`config.mk`:
```
export PLATFORM = sky130hd
export DESIGN_NAME = lfu_cache_table_top
export DESIGN_NICKNAME = d
export VERILOG_FILES = /design/src/hdl/lct_pkg.sv /design/src/hdl/lct_scan.sv /design/src/hdl/lct_store.sv /design/src/hdl/lfu_cache_table_top.sv
export SDC_FILE = /design/constraint.sdc
export NUM_CORES = 2
export LEC_CHECK = 0
export BUFFER_PORTS_ARGS = -buffer_cell sky130_fd_sc_hd__buf_4
export CAP_MARGIN = 20
export CORE_AREA = 2 2 373 375
export DETAILED_ROUTE_END_ITERATION = 12
export DIE_AREA = 0 0 375 377
export PLACE_DENSITY = 0.85
export SLEW_MARGIN = 20
export SYNTH_ARGS = -nofsm -noshare
export SYNTH_HDL_FRONTEND = slang
export SYNTH_SLANG_ARGS = --single-unit
```
`constraint.sdc`:
```
create_clock -name clk -period 10.9 [get_ports clk]
set_input_delay 0.545 -clock clk [delete_from_list [all_inputs] [get_ports clk]]
set_output_delay 0.545 -clock clk [all_outputs]
set_load 0.01 [all_outputs]
```
`src/hdl/lct_pkg.sv`:
```
package lct_pkg;

	localparam int ENTRIES = 16;
	localparam int IDX_W   = (ENTRIES > 1) ? $clog2(ENTRIES) : 1;
	localparam int OCC_W   = $clog2(ENTRIES + 1);
	localparam int CAP_W   = 5;
	localparam int WORD_W  = 32;
	localparam int CNT_W   = 32;

	localparam logic [CAP_W-1:0] CAP_RESET = CAP_W'(16);
	localparam logic [CNT_W-1:0] CNT_MAX   = {CNT_W{1'b1}};
	localparam logic [CNT_W-1:0] CNT_FIRST = CNT_W'(1);

	typedef enum logic [1:0] {
		ST_IDLE,
		ST_SCAN,
		ST_UPDATE
	} state_t;

	typedef enum logic {
		OP_GET = 1'b0,
		OP_PUT = 1'b1
	} op_t;

	typedef struct packed {
		logic                     operation;
		logic signed [WORD_W-1:0] key;
		logic signed [WORD_W-1:0] value;
	} in_word_t;

	typedef struct packed {
		logic                     found;
		logic signed [WORD_W-1:0] read_value;
	} out_word_t;

	// one entry as seen by the scan
	typedef struct packed {
		logic              valid;
		logic [WORD_W-1:0] key;
		logic [WORD_W-1:0] data;
		logic [CNT_W-1:0]  count;
		logic [IDX_W-1:0]  rank;
	} entry_t;

	typedef struct packed {
		logic              hit;
		logic [IDX_W-1:0]  hit_idx;
		logic [WORD_W-1:0] hit_data;
		logic [IDX_W-1:0]  hit_rank;
		logic              vic;
		logic [IDX_W-1:0]  vic_idx;
		logic [CNT_W-1:0]  vic_count;
		logic [IDX_W-1:0]  vic_rank;
		logic              free;
		logic [IDX_W-1:0]  free_idx;
	} scan_res_t;

	typedef struct packed {
		logic              en;
		logic              is_put;
		logic [WORD_W-1:0] key;
		logic [WORD_W-1:0] value;
		logic [OCC_W-1:0]  cap;
	} upd_cmd_t;

endpackage

```
`src/hdl/lct_scan.sv`:
```
module lct_scan (
	input  logic              clk,
	input  logic              arst_n,
	input  logic              start,
	input  logic              step,
	input  logic [lct_pkg::WORD_W-1:0] key,
	input  logic [lct_pkg::IDX_W-1:0]  idx,
	input  lct_pkg::entry_t   entry,
	output lct_pkg::scan_res_t res
);
	import lct_pkg::*;

	logic              hit_q;
	logic              vic_q;
	logic              free_q;
	logic [IDX_W-1:0]  hit_idx_q;
	logic [WORD_W-1:0] hit_data_q;
	logic [IDX_W-1:0]  hit_rank_q;
	logic [IDX_W-1:0]  vic_idx_q;
	logic [CNT_W-1:0]  vic_count_q;
	logic [IDX_W-1:0]  vic_rank_q;
	logic [IDX_W-1:0]  free_idx_q;

	logic take_hit;
	logic take_vic;
	logic take_free;

	// shared compare: key match, lowest count with oldest rank, first free slot
	always_comb begin
		take_hit  = step && entry.valid && (entry.key == key) && !hit_q;
		take_vic  = step && entry.valid && (!vic_q || (entry.count < vic_count_q) ||
			((entry.count == vic_count_q) && (entry.rank > vic_rank_q)));
		take_free = step && !entry.valid && !free_q;
	end

	always_ff @(posedge clk or negedge arst_n) begin
		if (!arst_n) begin
			hit_q  <= 1'b0;
			vic_q  <= 1'b0;
			free_q <= 1'b0;
		end else if (start) begin
			hit_q  <= 1'b0;
			vic_q  <= 1'b0;
			free_q <= 1'b0;
		end else begin
			if (take_hit)  hit_q  <= 1'b1;
			if (take_vic)  vic_q  <= 1'b1;
			if (take_free) free_q <= 1'b1;
		end
	end

	always_ff @(posedge clk) begin
		if (take_hit) begin
			hit_idx_q  <= idx;
			hit_data_q <= entry.data;
			hit_rank_q <= entry.rank;
		end
		if (take_vic) begin
			vic_idx_q   <= idx;
			vic_count_q <= entry.count;
			vic_rank_q  <= entry.rank;
		end
		if (take_free) begin
			free_idx_q <= idx;
		end
	end

	always_comb begin
		res.hit       = hit_q;
		res.hit_idx   = hit_idx_q;
		res.hit_data  = hit_data_q;
		res.hit_rank  = hit_rank_q;
		res.vic       = vic_q;
		res.vic_idx   = vic_idx_q;
		res.vic_count = vic_count_q;
		res.vic_rank  = vic_rank_q;
		res.free      = free_q;
		res.free_idx  = free_idx_q;
	end

endmodule

```
`src/hdl/lct_store.sv`:
```
module lct_store (
	input  logic                       clk,
	input  logic                       arst_n,
	input  logic [lct_pkg::IDX_W-1:0]  rd_idx,
	output lct_pkg::entry_t            rd_entry,
	input  lct_pkg::upd_cmd_t          cmd,
	input  lct_pkg::scan_res_t         res
);
	import lct_pkg::*;

	logic              valid_q [ENTRIES];
	logic [WORD_W-1:0] key_q   [ENTRIES];
	logic [WORD_W-1:0] data_q  [ENTRIES];
	logic [CNT_W-1:0]  cnt_q   [ENTRIES];
	logic [IDX_W-1:0]  rank_q  [ENTRIES];
	logic [OCC_W-1:0]  occ_q;

	logic             do_hit;
	logic             do_evict;
	logic             do_ins;
	logic [OCC_W-1:0] occ_after;
	logic [IDX_W-1:0] ins_idx;

	assign rd_entry.valid = valid_q[rd_idx];
	assign rd_entry.key   = key_q[rd_idx];
	assign rd_entry.data  = data_q[rd_idx];
	assign rd_entry.count = cnt_q[rd_idx];
	assign rd_entry.rank  = rank_q[rd_idx];

	always_comb begin
		do_hit    = cmd.en && res.hit;
		do_evict  = cmd.en && !res.hit && cmd.is_put && (occ_q >= cmd.cap) && res.vic;
		occ_after = occ_q - OCC_W'(do_evict);
		do_ins    = cmd.en && !res.hit && cmd.is_put && (occ_after < cmd.cap) &&
			(do_evict || res.free);
		// the freed victim slot counts as free when it is the lower one
		if (do_evict && (!res.free || (res.vic_idx < res.free_idx)))
			ins_idx = res.vic_idx;
		else
			ins_idx = res.free_idx;
	end

	always_ff @(posedge clk or negedge arst_n) begin
		if (!arst_n) begin
			for (int j = 0; j < ENTRIES; j++) valid_q[j] <= 1'b0;
			occ_q <= '0;
		end else begin
			// a victim slot that is refilled at once stays valid
			if (do_evict && !(do_ins && (ins_idx == res.vic_idx)))
				valid_q[res.vic_idx] <= 1'b0;
			if (do_ins)   valid_q[ins_idx]     <= 1'b1;
			occ_q <= occ_after + OCC_W'(do_ins);
		end
	end

	always_ff @(posedge clk) begin
		for (int j = 0; j < ENTRIES; j++) begin
			if (do_hit && valid_q[j] && (IDX_W'(j) != res.hit_idx) &&
				(rank_q[j] < res.hit_rank))
				rank_q[j] <= rank_q[j] + IDX_W'(1);
			if ((do_evict || do_ins) && valid_q[j] &&
				!(do_evict && (IDX_W'(j) == res.vic_idx)))
				rank_q[j] <= rank_q[j]
					- IDX_W'(do_evict && (rank_q[j] > res.vic_rank))
					+ IDX_W'(do_ins);
		end
		if (do_hit) begin
			rank_q[res.hit_idx] <= '0;
			if (cnt_q[res.hit_idx] != CNT_MAX)
				cnt_q[res.hit_idx] <= cnt_q[res.hit_idx] + CNT_W'(1);
			if (cmd.is_put)
				data_q[res.hit_idx] <= cmd.value;
		end
		if (do_ins) begin
			key_q[ins_idx]  <= cmd.key;
			data_q[ins_idx] <= cmd.value;
			cnt_q[ins_idx]  <= CNT_FIRST;
			rank_q[ins_idx] <= '0;
		end
	end

endmodule

```
`src/hdl/lfu_cache_table_top.sv`:
```
// channel | direction | handshake            | word
// in      | input     | in_valid / in_ready   | in_data   (operation, key, value)
// out     | output    | out_valid / out_ready | out_data  (found, read_value)
// cfg     | input     | cfg_we                | cfg_wdata (capacity_in_use)
//
// each item goes through the accept, a scan of every entry in turn
// through the shared key/count/rank compare, then a write-back
// the result sits in an output register; a new item is taken while it waits
// write-back holds while an earlier result is still not taken
// reset clears valid bits, occupancy and the sequencer; capacity resets to 16
module lfu_cache_table_top (
	input  logic                     clk,
	input  logic                     arst_n,
	input  logic                     in_valid,
	output logic                     in_ready,
	input  lct_pkg::in_word_t        in_data,
	output logic                     out_valid,
	input  logic                     out_ready,
	output lct_pkg::out_word_t       out_data,
	input  logic                     cfg_we,
	input  logic [lct_pkg::CAP_W-1:0] cfg_wdata
);
	import lct_pkg::*;

	state_t           state_q;
	state_t           state_d;
	logic [IDX_W-1:0] idx_q;
	in_word_t         item_q;
	logic [CAP_W-1:0] cap_q;
	logic             out_valid_q;
	out_word_t        out_q;

	logic       accept;
	logic       scan_step;
	logic       upd_go;
	logic       last_idx;
	entry_t     entry;
	scan_res_t  res;
	upd_cmd_t   cmd;
	logic [OCC_W-1:0] cap_eff;

	assign accept   = in_valid && in_ready;
	assign last_idx = (idx_q == IDX_W'(ENTRIES - 1));

	always_comb begin
		state_d = state_q;
		case (state_q)
			ST_IDLE:   if (accept) state_d = ST_SCAN;
			ST_SCAN:   if (last_idx) state_d = ST_UPDATE;
			ST_UPDATE: if (!out_valid_q || out_ready) state_d = ST_IDLE;
			default:   state_d = ST_IDLE;
		endcase
	end

	always_comb begin
		in_ready  = 1'b0;
		scan_step = 1'b0;
		upd_go    = 1'b0;
		case (state_q)
			ST_IDLE:   in_ready  = 1'b1;
			ST_SCAN:   scan_step = 1'b1;
			ST_UPDATE: upd_go    = !out_valid_q || out_ready;
			default:   in_ready  = 1'b0;
		endcase
	end

	always_ff @(posedge clk or negedge arst_n) begin
		if (!arst_n) begin
			state_q     <= ST_IDLE;
			idx_q       <= '0;
			cap_q       <= CAP_RESET;
			out_valid_q <= 1'b0;
		end else begin
			state_q <= state_d;
			if (accept)
				idx_q <= '0;
			else if (scan_step && !last_idx)
				idx_q <= idx_q + IDX_W'(1);
			if (cfg_we)
				cap_q <= cfg_wdata;
			if (upd_go)
				out_valid_q <= 1'b1;
			else if (out_ready)
				out_valid_q <= 1'b0;
		end
	end

	always_ff @(posedge clk) begin
		if (accept)
			item_q <= in_data;
		if (upd_go) begin
			out_q.found      <= res.hit;
			out_q.read_value <= (res.hit && (item_q.operation == OP_GET)) ?
				res.hit_data : '0;
		end
	end

	// capacity above the built entry count acts as the entry count
	assign cap_eff = (int'(cap_q) > ENTRIES) ? OCC_W'(ENTRIES) : OCC_W'(cap_q);

	always_comb begin
		cmd.en     = upd_go;
		cmd.is_put = (item_q.operation == OP_PUT);
		cmd.key    = item_q.key;
		cmd.value  = item_q.value;
		cmd.cap    = cap_eff;
	end

	lct_scan u_scan (
		.clk    (clk),
		.arst_n (arst_n),
		.start  (accept),
		.step   (scan_step),
		.key    (item_q.key),
		.idx    (idx_q),
		.entry  (entry),
		.res    (res)
	);

	lct_store u_store (
		.clk      (clk),
		.arst_n   (arst_n),
		.rd_idx   (idx_q),
		.rd_entry (entry),
		.cmd      (cmd),
		.res      (res)
	);

	assign out_valid = out_valid_q;
	assign out_data  = out_q;

endmodule

```
* Word level (Yosys, flattened, before mapping)
Memory sizes are Yosys's and may differ from the RTL's. A register that Yosys moved wholly into a read port is not among the register bits.
Cells that the tools add are included.
W data, S select, Z words.
** Storage, ports and cells
- Register bits after elaboration :: 186
- RAM bits :: 1600
- Input bits :: 75
- Output and inout bits :: 35
- Memories kept :: 4
** Memories
- u_store.cnt_q :: depth 16, width 32, read ports 2, clocked after memory_dff 1, write ports 1, RTL line lct_store.sv:14 : logic [CNT_W-1:0] cnt_q [ENTRIES];
- u_store.data_q :: depth 16, width 32, read ports 1, clocked after memory_dff 1, write ports 1, RTL line lct_store.sv:13 : logic [WORD_W-1:0] data_q [ENTRIES];
- u_store.key_q :: depth 16, width 32, read ports 1, clocked after memory_dff 0, write ports 1, RTL line lct_store.sv:12 : logic [WORD_W-1:0] key_q [ENTRIES];
- u_store.rank_q :: depth 16, width 4, read ports 17, clocked after memory_dff 0, write ports 17, RTL line lct_store.sv:15 : logic [IDX_W-1:0] rank_q [ENTRIES];
** Operators by class
- $add $sub $neg :: 52
- Order comparisons :: 43
- Eq/ne operators :: 40
- Mux-type cells :: 128
- Bitwise gates (word level) :: 23
- Reduce and logical (&&, ||, !) cells :: 175
** Operators with widths (number)
- $logic_and A1 B1 Y1 :: 134
- $mux W4 :: 24
- $mux W1 :: 92
- $add A4 B1 Y4 const B :: 17
- $gt A4 B4 Y1 :: 17
- $lt A4 B4 Y1 :: 17
- $add A4 B1 Y4 :: 16
- $eq A32 B32 Y1 :: 2
- $mux W32 :: 2
- $reduce_or A32 Y1 :: 2
- $sub A4 B1 Y4 :: 16
- $add A32 B1 Y32 const B :: 1
- $eq A4 B4 Y1 const A :: 8
- $lt A32 B32 Y1 :: 1
- $mux W16 :: 2
- $ne A32 B32 Y1 const B :: 1
- $ne A4 B4 Y1 const A :: 8
- $logic_not A1 Y1 :: 23
- $and A16 B16 Y16 :: 1
- $eq A3 B4 Y1 const A :: 4
- $ne A3 B4 Y1 const A :: 4
- $not A16 Y16 :: 1
- $or A1 B1 Y1 :: 16
- $or A16 B16 Y16 :: 1
- 30 further kinds :: 51

* Logic depth before layout (Yosys ltp)
- Word-level depth :: 17
- Mapped depth :: 29
- Mapped depth without buffers :: 28

* Hierarchy
Synthesis repeated with hierarchy kept, for this count alone.
** Second synthesis, totals
- Cell total of the unflattened synthesis :: 4207
- Area total of the unflattened synthesis :: 80643.6 um^2
** By module, submodules not included
- lct_store :: instances 1, cells each 3747, area an instance 72973.7 um^2
- lct_scan :: instances 1, cells each 272, area an instance 3923.8 um^2
- lfu_cache_table_top :: instances 1, cells each 188, area an instance 3746.1 um^2

* Worst setup path after synthesis
Ideal clock, no wire load.
- Path kind :: input -> register
- Start :: input out_ready
- End :: memory u_store.cnt_q[7][0] (enable)
- Data arrival time :: 8.381 ns
- Data required time :: 10.399 ns
- Setup slack :: 2.017 ns
- Stages :: 19
- Cell sequence :: nand2b_1 and2_1 and3_1 and2_1 buf_2 nand2_1 clkbuf_1 inv_1 ha_1 ha_1 nor3b_1 xor2_1 ha_1 nand4_1 a21oi_1 a2111oi_4 a21oi_1 or4_1 nor4_1
** RTL lines
- start, declared :: RTL line lfu_cache_table_top.sv:18 : input logic out_ready,
- end, declared :: RTL line lct_store.sv:14

* Worst setup path in the final report
- Start :: register cap_q[4]
- End :: memory u_store.data_q[14][17] (enable)
** Between the ends
- Word-level cells in the longest chain between the ends :: 13
- Elaborated cells between the ends (all ways) :: 17
- Those cells by class :: add/sub (1); order compare (3); mux (6); reduce/logical (7)
** RTL lines
- start, declared :: RTL line lfu_cache_table_top.sv:29 : logic [CAP_W-1:0] cap_q;
- start signal, assigned :: RTL line lfu_cache_table_top.sv:80 : cap_q <= cfg_wdata;
- $gt A5 B5 Y1 :: RTL line lfu_cache_table_top.sv:99 : assign cap_eff = (int'(cap_q) > ENTRIES) ? OCC_W'(ENTRIES) : OCC_W'(cap_q);
- $mux W5 * :: RTL line lfu_cache_table_top.sv:99
- $ge A5 B5 Y1 :: RTL line lct_store.sv:32 : do_evict = cmd.en && !res.hit && cmd.is_put && (occ_q >= cmd.cap) && res.vic;
- $logic_and A1 B1 Y1 (2 in series) :: RTL line lct_store.sv:32
- $sub A5 B1 Y5 :: RTL line lct_store.sv:33 : occ_after = occ_q - OCC_W'(do_evict);
- $lt A5 B5 Y1 :: RTL line lct_store.sv:34 : do_ins = cmd.en && !res.hit && cmd.is_put && (occ_after < cmd.cap) &&
- $logic_and A1 B1 Y1 (2 in series) :: RTL line lct_store.sv:34
- $mux W1 :: RTL line lct_store.sv:74 : if (do_ins) begin
- $mux W1 (implied by the code) :: RTL line lct_store.sv:76 : data_q[ins_idx] <= cmd.value;
- $reduce_or A32 Y1 (no line)
- $mux W4 (no line) / $mux W1 (equally long branches)
- end, declared :: RTL line lct_store.sv:13
Mark *: on every way between the ends. The rest lies on a longest branch, timed or not.

==> Implementation_results.wiki <==
{| class="wikitable"
! Metric !! Value
|-
| Result of the run || finished clean
|-
| Clk buf depth || 3
|-
| Total grt overflow || 0
|-
| Net count after synthesis || 4805
|-
| Clk_skew || 0.0557 ns
|-
| VDD IR-drop max || 237 uV
|-
| IO Pins || 110
|-
| GRT Max-Usage Layer || met2
|-
| Maximum number of pins on one net before global-route repair || 145
|-
| Number of remaining DRC errors || 0
|-
| Number of standard cells in the layout, taps in and fillers out || 6637
|-
| Die span in x || 375 um
|-
| Synthesis-to-finish area growth || 11.7%
|-
| Antenna violations before repair || 8
|-
| TritonCTS clock tree || done
|-
| Share of synthesized registers carrying an async set or reset || 1.98%
|-
| Core outline area || 0.137 mm2
|-
| Combinational family with the most area after synthesis || multiplexers
|-
| WL/cell || 31.5 um
|-
| Kind of capture point of the worst setup path || flip-flop
|-
| Endpoint of the worst register-to-register path || u_store.data_q[14][17]$_DFFE_PP_
|-
| Total vias in the final route || 46700
|-
| Hold violation count in the final report || 0
|-
| Worst-case hold slack || 0.185 ns
|-
| H-tree Lvls || 4
|-
| RePlAce Congestion || 0.924
|-
| Slack of the worst reg-to-reg path || 3.63 ns
|-
| Clock period minus worst slack || 7.27 ns
|-
| Data required time at the worst endpoint || 11.34 ns
|-
| Setup Buffers After CTS || 0
|-
| Placed Cells || 6232
|-
| Proportion of synthesized chip area in sequential cells || 65.9%
|-
| Post-detailed-route via-to-cell ratio || 7.04
|-
| Worst-path cell chain || nor2b_1, ha_1, nand2b_1, a21o_1, a21oi_1, o21ai_1, nand2_1, inv_1, ha_1, ha_1, nor3b_1, xor2_1, ha_1, nand4_1, a21oi_1, a2111o_1, a2111oi_2, o211a_1, and4_2
|-
| Simple logic cell fraction of the synthesized area || 3.81%
|-
| Count of mapped cells out of synthesis || 4452
|-
| CTS clock-pin slew for the worst setup and hold paths || 0.06 ns
|-
| Number of setup violations in the final report || 0
|-
| Clock sinks || 1822
|-
| Worst setup slack after layout || 3.63 ns
|-
| Crit path largest cell delay || 1.10 ns
|-
| CP bufs+invs || 1
|-
| Synthesized flop and latch total || 1822
|-
| Data arrival time of the worst path || 7.70 ns
|-
| Final-layout setup total negative slack || 0 ns
|-
| Final std cell area, no fill || 0.0913 mm2
|-
| Clk_lat worst skew || 0.84 ns
|-
| Startpoint-to-endpoint class of the critical path || flip-flop to flip-flop
|-
| Util after Layout || 66.7%
|-
| Crit path launch type || flip-flop
|-
| Count of input and output buffers || 109
|-
| First-pass GRT wire length || 313000 um
|-
| Leak || 30.7 nW
|-
| Post-Place Worst Slack || 3.75 ns
|-
| Synthesized area divided by synthesized cell count || 18.4 um2
|-
| Initial Util || 59.7%
|-
| Initial DRT Pass Iterations || 10
|-
| Number of placement rows || 136
|-
| Total Die Area || 0.141 mm2
|-
| Diode count || 0
|-
| Area of the mapped netlist || 0.0818 mm2
|-
| Fraction of the cycle the final worst path needs || 66.7%
|-
| R2r worst-path depth || 19
|-
| Complex-gate fraction of the synthesized area || 4.47%
|-
| Met2 track utilization from global routing || 49.7%
|-
| Peak clock frequency supported by timing || 138 MHz
|-
| Worst slew pin tran || 1.29 ns
|-
| Max-capacitance violation count || 0
|-
| Number of distinct standard cells referenced by the synthesized netlist || 89
|-
| Hold-critical path endpoint || out_valid$_DFFE_PN0P_
|-
| Family with the most delay on the worst path || compound AO/OA/AOI/OAI gates
|-
| Final number of max-transition violations || 0
|-
| Post-DRT Antenna Nets || 0
|-
| Post-synthesis adder-cell area fraction || 4.40%
|-
| Number of buffers inserted during clock tree synthesis || 177
|-
| Area share of xor/xnor cells in the synthesized design || 1.45%
|-
| Ys flop type || sky130_fd_sc_hd__edfxtp_1
|-
| Critical register-to-register path startpoint || cap_q[4]$_DFFE_PN1P_
|-
| Start point of the worst hold path || out_ready
|-
| Largest driver fanout on the critical path || 32
|-
| Post-detailed-placement cell area || 0.0849 mm2
|-
| Type of the most critical hold path || primary input to flip-flop
|-
| GR met3 Demand/Resource || 6.80%
|-
| Via count of the first global-routing pass || 48300
|-
| Root Buffer Master || sky130_fd_sc_hd__clkbuf_16
|-
| Detailed-placement wirelength estimate || 114000 um
|-
| Critical-path top delay cell || sky130_fd_sc_hd__and4_2
|-
| Cell Pwr Density || 204 mW/mm2
|-
| Met1 global-route usage || 39.1%
|-
| Relative slew slack || 13.5%
|-
| Starting DRT DRC Count || 6847
|-
| Mux cell area share after synthesis || 17.9%
|-
| Syn. warnings || 0
|-
| Total power || 18.6 mW
|-
| Unrepaired setup endpoints after global routing || no
|-
| Die height || 377 um
|-
| Fin nets || 5047
|-
| Number of cells traversed by the worst hold path || 3
|-
| Routed wire length || 209000 um
|-
| Top cell by count, worst path || sky130_fd_sc_hd__ha_1
|-
| Total GRT Usage || 30.0%
|-
| Number of enable flip-flop cells after synthesis || 1718
|-
| Fraction of final layout cells sized beyond drive strength 1 || 24.0%
|}
==> per-layer routing <==
layer  part of all wire (%)  vias up  routed length (um)
met4                    3.9       10                8170
met5                  0.031        -                  64
met3                     11      673               22500
met1                     36    24000               74400
met2                     50     3328              104000
li1                       -    18800                   -
==> cell families after synthesis <==
logic type / count (synthesis)
xor+xnor: 135
buf+inv: 388
mux: 717
simple gates: 590
fa+ha+maj: 278
compound gates: 522
flops: 1822
==> power by group <==
group          internal (mW)  switching, mW  leakage (nW)
logic                   2.09           2.31          11.5
clock network           3.36           2.69          2.73
registers               7.87          0.312          16.5
total                   13.3           5.31          30.7
==> synthesized netlist by cell type, types with 11 or more instances <==
cell                        count  area [um2]
sky130_fd_sc_hd__dfxtp_1       68        1360
sky130_fd_sc_hd__a31oi_1       48         300
sky130_fd_sc_hd__mux2_2        31         349
sky130_fd_sc_hd__nand2b_1      57         357
sky130_fd_sc_hd__nor2b_1       43         269
sky130_fd_sc_hd__a21o_1        70         526
sky130_fd_sc_hd__and4_1        11        96.3
sky130_fd_sc_hd__nor3_1        32         160
sky130_fd_sc_hd__a22oi_1       29         218
sky130_fd_sc_hd__ha_1         262        3280
sky130_fd_sc_hd__xor2_1        42         368
sky130_fd_sc_hd__xnor2_1       93         815
sky130_fd_sc_hd__a41o_1        16         160
sky130_fd_sc_hd__fa_1          16         320
sky130_fd_sc_hd__buf_4         12        90.1
sky130_fd_sc_hd__a221oi_1      22         193
sky130_fd_sc_hd__mux2i_1       94         941
sky130_fd_sc_hd__clkbuf_1     100         375
sky130_fd_sc_hd__and2_1        45         282
sky130_fd_sc_hd__o21ai_0       53         265
sky130_fd_sc_hd__nand4_1       32         200
sky130_fd_sc_hd__nand3_1       50         250
sky130_fd_sc_hd__o2111ai_1     15         131
sky130_fd_sc_hd__and3_1        31         194
sky130_fd_sc_hd__mux4_2       591       13300
sky130_fd_sc_hd__nand2_1       92         345
sky130_fd_sc_hd__dfrtp_1       35         876
sky130_fd_sc_hd__edfxtp_1    1718       51600
sky130_fd_sc_hd__a21oi_1      123         616
sky130_fd_sc_hd__buf_6         11         124
sky130_fd_sc_hd__nor2_1       145         544
sky130_fd_sc_hd__buf_2         78         390
sky130_fd_sc_hd__inv_1        169         634
sky130_fd_sc_hd__o22ai_1       20         125
sky130_fd_sc_hd__nor4_1        12        75.1
==> tightest hold or removal path, cell delays in order <==
cell and delay, ns:
sky130_fd_sc_hd__buf_4 0.14, sky130_fd_sc_hd__nand2b_1 0.19, sky130_fd_sc_hd__nand2_1 0.08
==> sequential cells by signal (all words and copies together) (netlist names), 5 cells and up, named ones only <==
register,flops
u_store.occ_q,5
u_scan.vic_count_q,32
u_store.valid_q,16
u_store.cnt_q,512
cap_q,5
u_store.data_q,512
out_data,33
u_scan.hit_data_q,32
u_store.rank_q,64
cmd,65
u_store.key_q,512
==> layout by cell type (no fill, tap or decap), types with 29 or more instances in the layout <==
master	instances
sky130_fd_sc_hd__inv_1	169
sky130_fd_sc_hd__dlygate4sd3_1	72
sky130_fd_sc_hd__dfrtp_1	31
sky130_fd_sc_hd__dfxtp_1	65
sky130_fd_sc_hd__edfxtp_1	1718
sky130_fd_sc_hd__a21o_1	70
sky130_fd_sc_hd__clkbuf_16	181
sky130_fd_sc_hd__nor2b_1	43
sky130_fd_sc_hd__nor2_1	126
sky130_fd_sc_hd__mux4_2	591
sky130_fd_sc_hd__nand4_1	32
sky130_fd_sc_hd__ha_1	262
sky130_fd_sc_hd__clkinv_1	45
sky130_fd_sc_hd__mux2_2	31
sky130_fd_sc_hd__xnor2_1	93
sky130_fd_sc_hd__a22oi_1	29
sky130_fd_sc_hd__o21ai_0	52
sky130_fd_sc_hd__a21oi_1	122
sky130_fd_sc_hd__xor2_1	42
sky130_fd_sc_hd__mux2i_1	94
sky130_fd_sc_hd__nand2_1	92
sky130_fd_sc_hd__buf_4	194
sky130_fd_sc_hd__clkbuf_1	41
sky130_fd_sc_hd__a31oi_1	48
sky130_fd_sc_hd__nand2b_1	57
sky130_fd_sc_hd__nand3_1	50
sky130_fd_sc_hd__and2_1	43
==> repair_timing <==
item                                   CTS  global route
hold buffers                            72             0
resized for setup                        0             0
endpoints found under the hold margin  105             0
==> worst max-delay path by stage <==
stage / start / to / slack (ns) / cells past startpoint
2_1_floorplan: out_ready / u_store.cnt_q[7][0]$_DFFE_PP_ / 2.02 / 19
3_3_place_gp: cap_q[4]$_DFFE_PN1P_ / u_store.data_q[10][17]$_DFFE_PP_ / 3.95 / 19
3_5_place_dp: cap_q[4]$_DFFE_PN1P_ / u_store.data_q[10][14]$_DFFE_PP_ / 3.75 / 19
4_1_cts: cap_q[4]$_DFFE_PN1P_ / u_store.data_q[10][4]$_DFFE_PP_ / 3.69 / 19
5_1_grt: cap_q[4]$_DFFE_PN1P_ / u_store.data_q[14][17]$_DFFE_PP_ / 3.36 / 19
6_report: cap_q[4]$_DFFE_PN1P_ / u_store.data_q[14][17]$_DFFE_PP_ / 3.63 / 19
==> area by class of cell <==
cell class,instances,area (um2)
Sequential cell,1822,53900
Fill cell,8323,45600
Multi-Input combinational cell,2242,26500
Clock buffer,223,4700
Timing Repair Buffer,278,2390
Tap cell,1794,2240
Clock inverter,105,961
Inverter,173,654
Note: power is estimated with default switching activity, not from simulation.
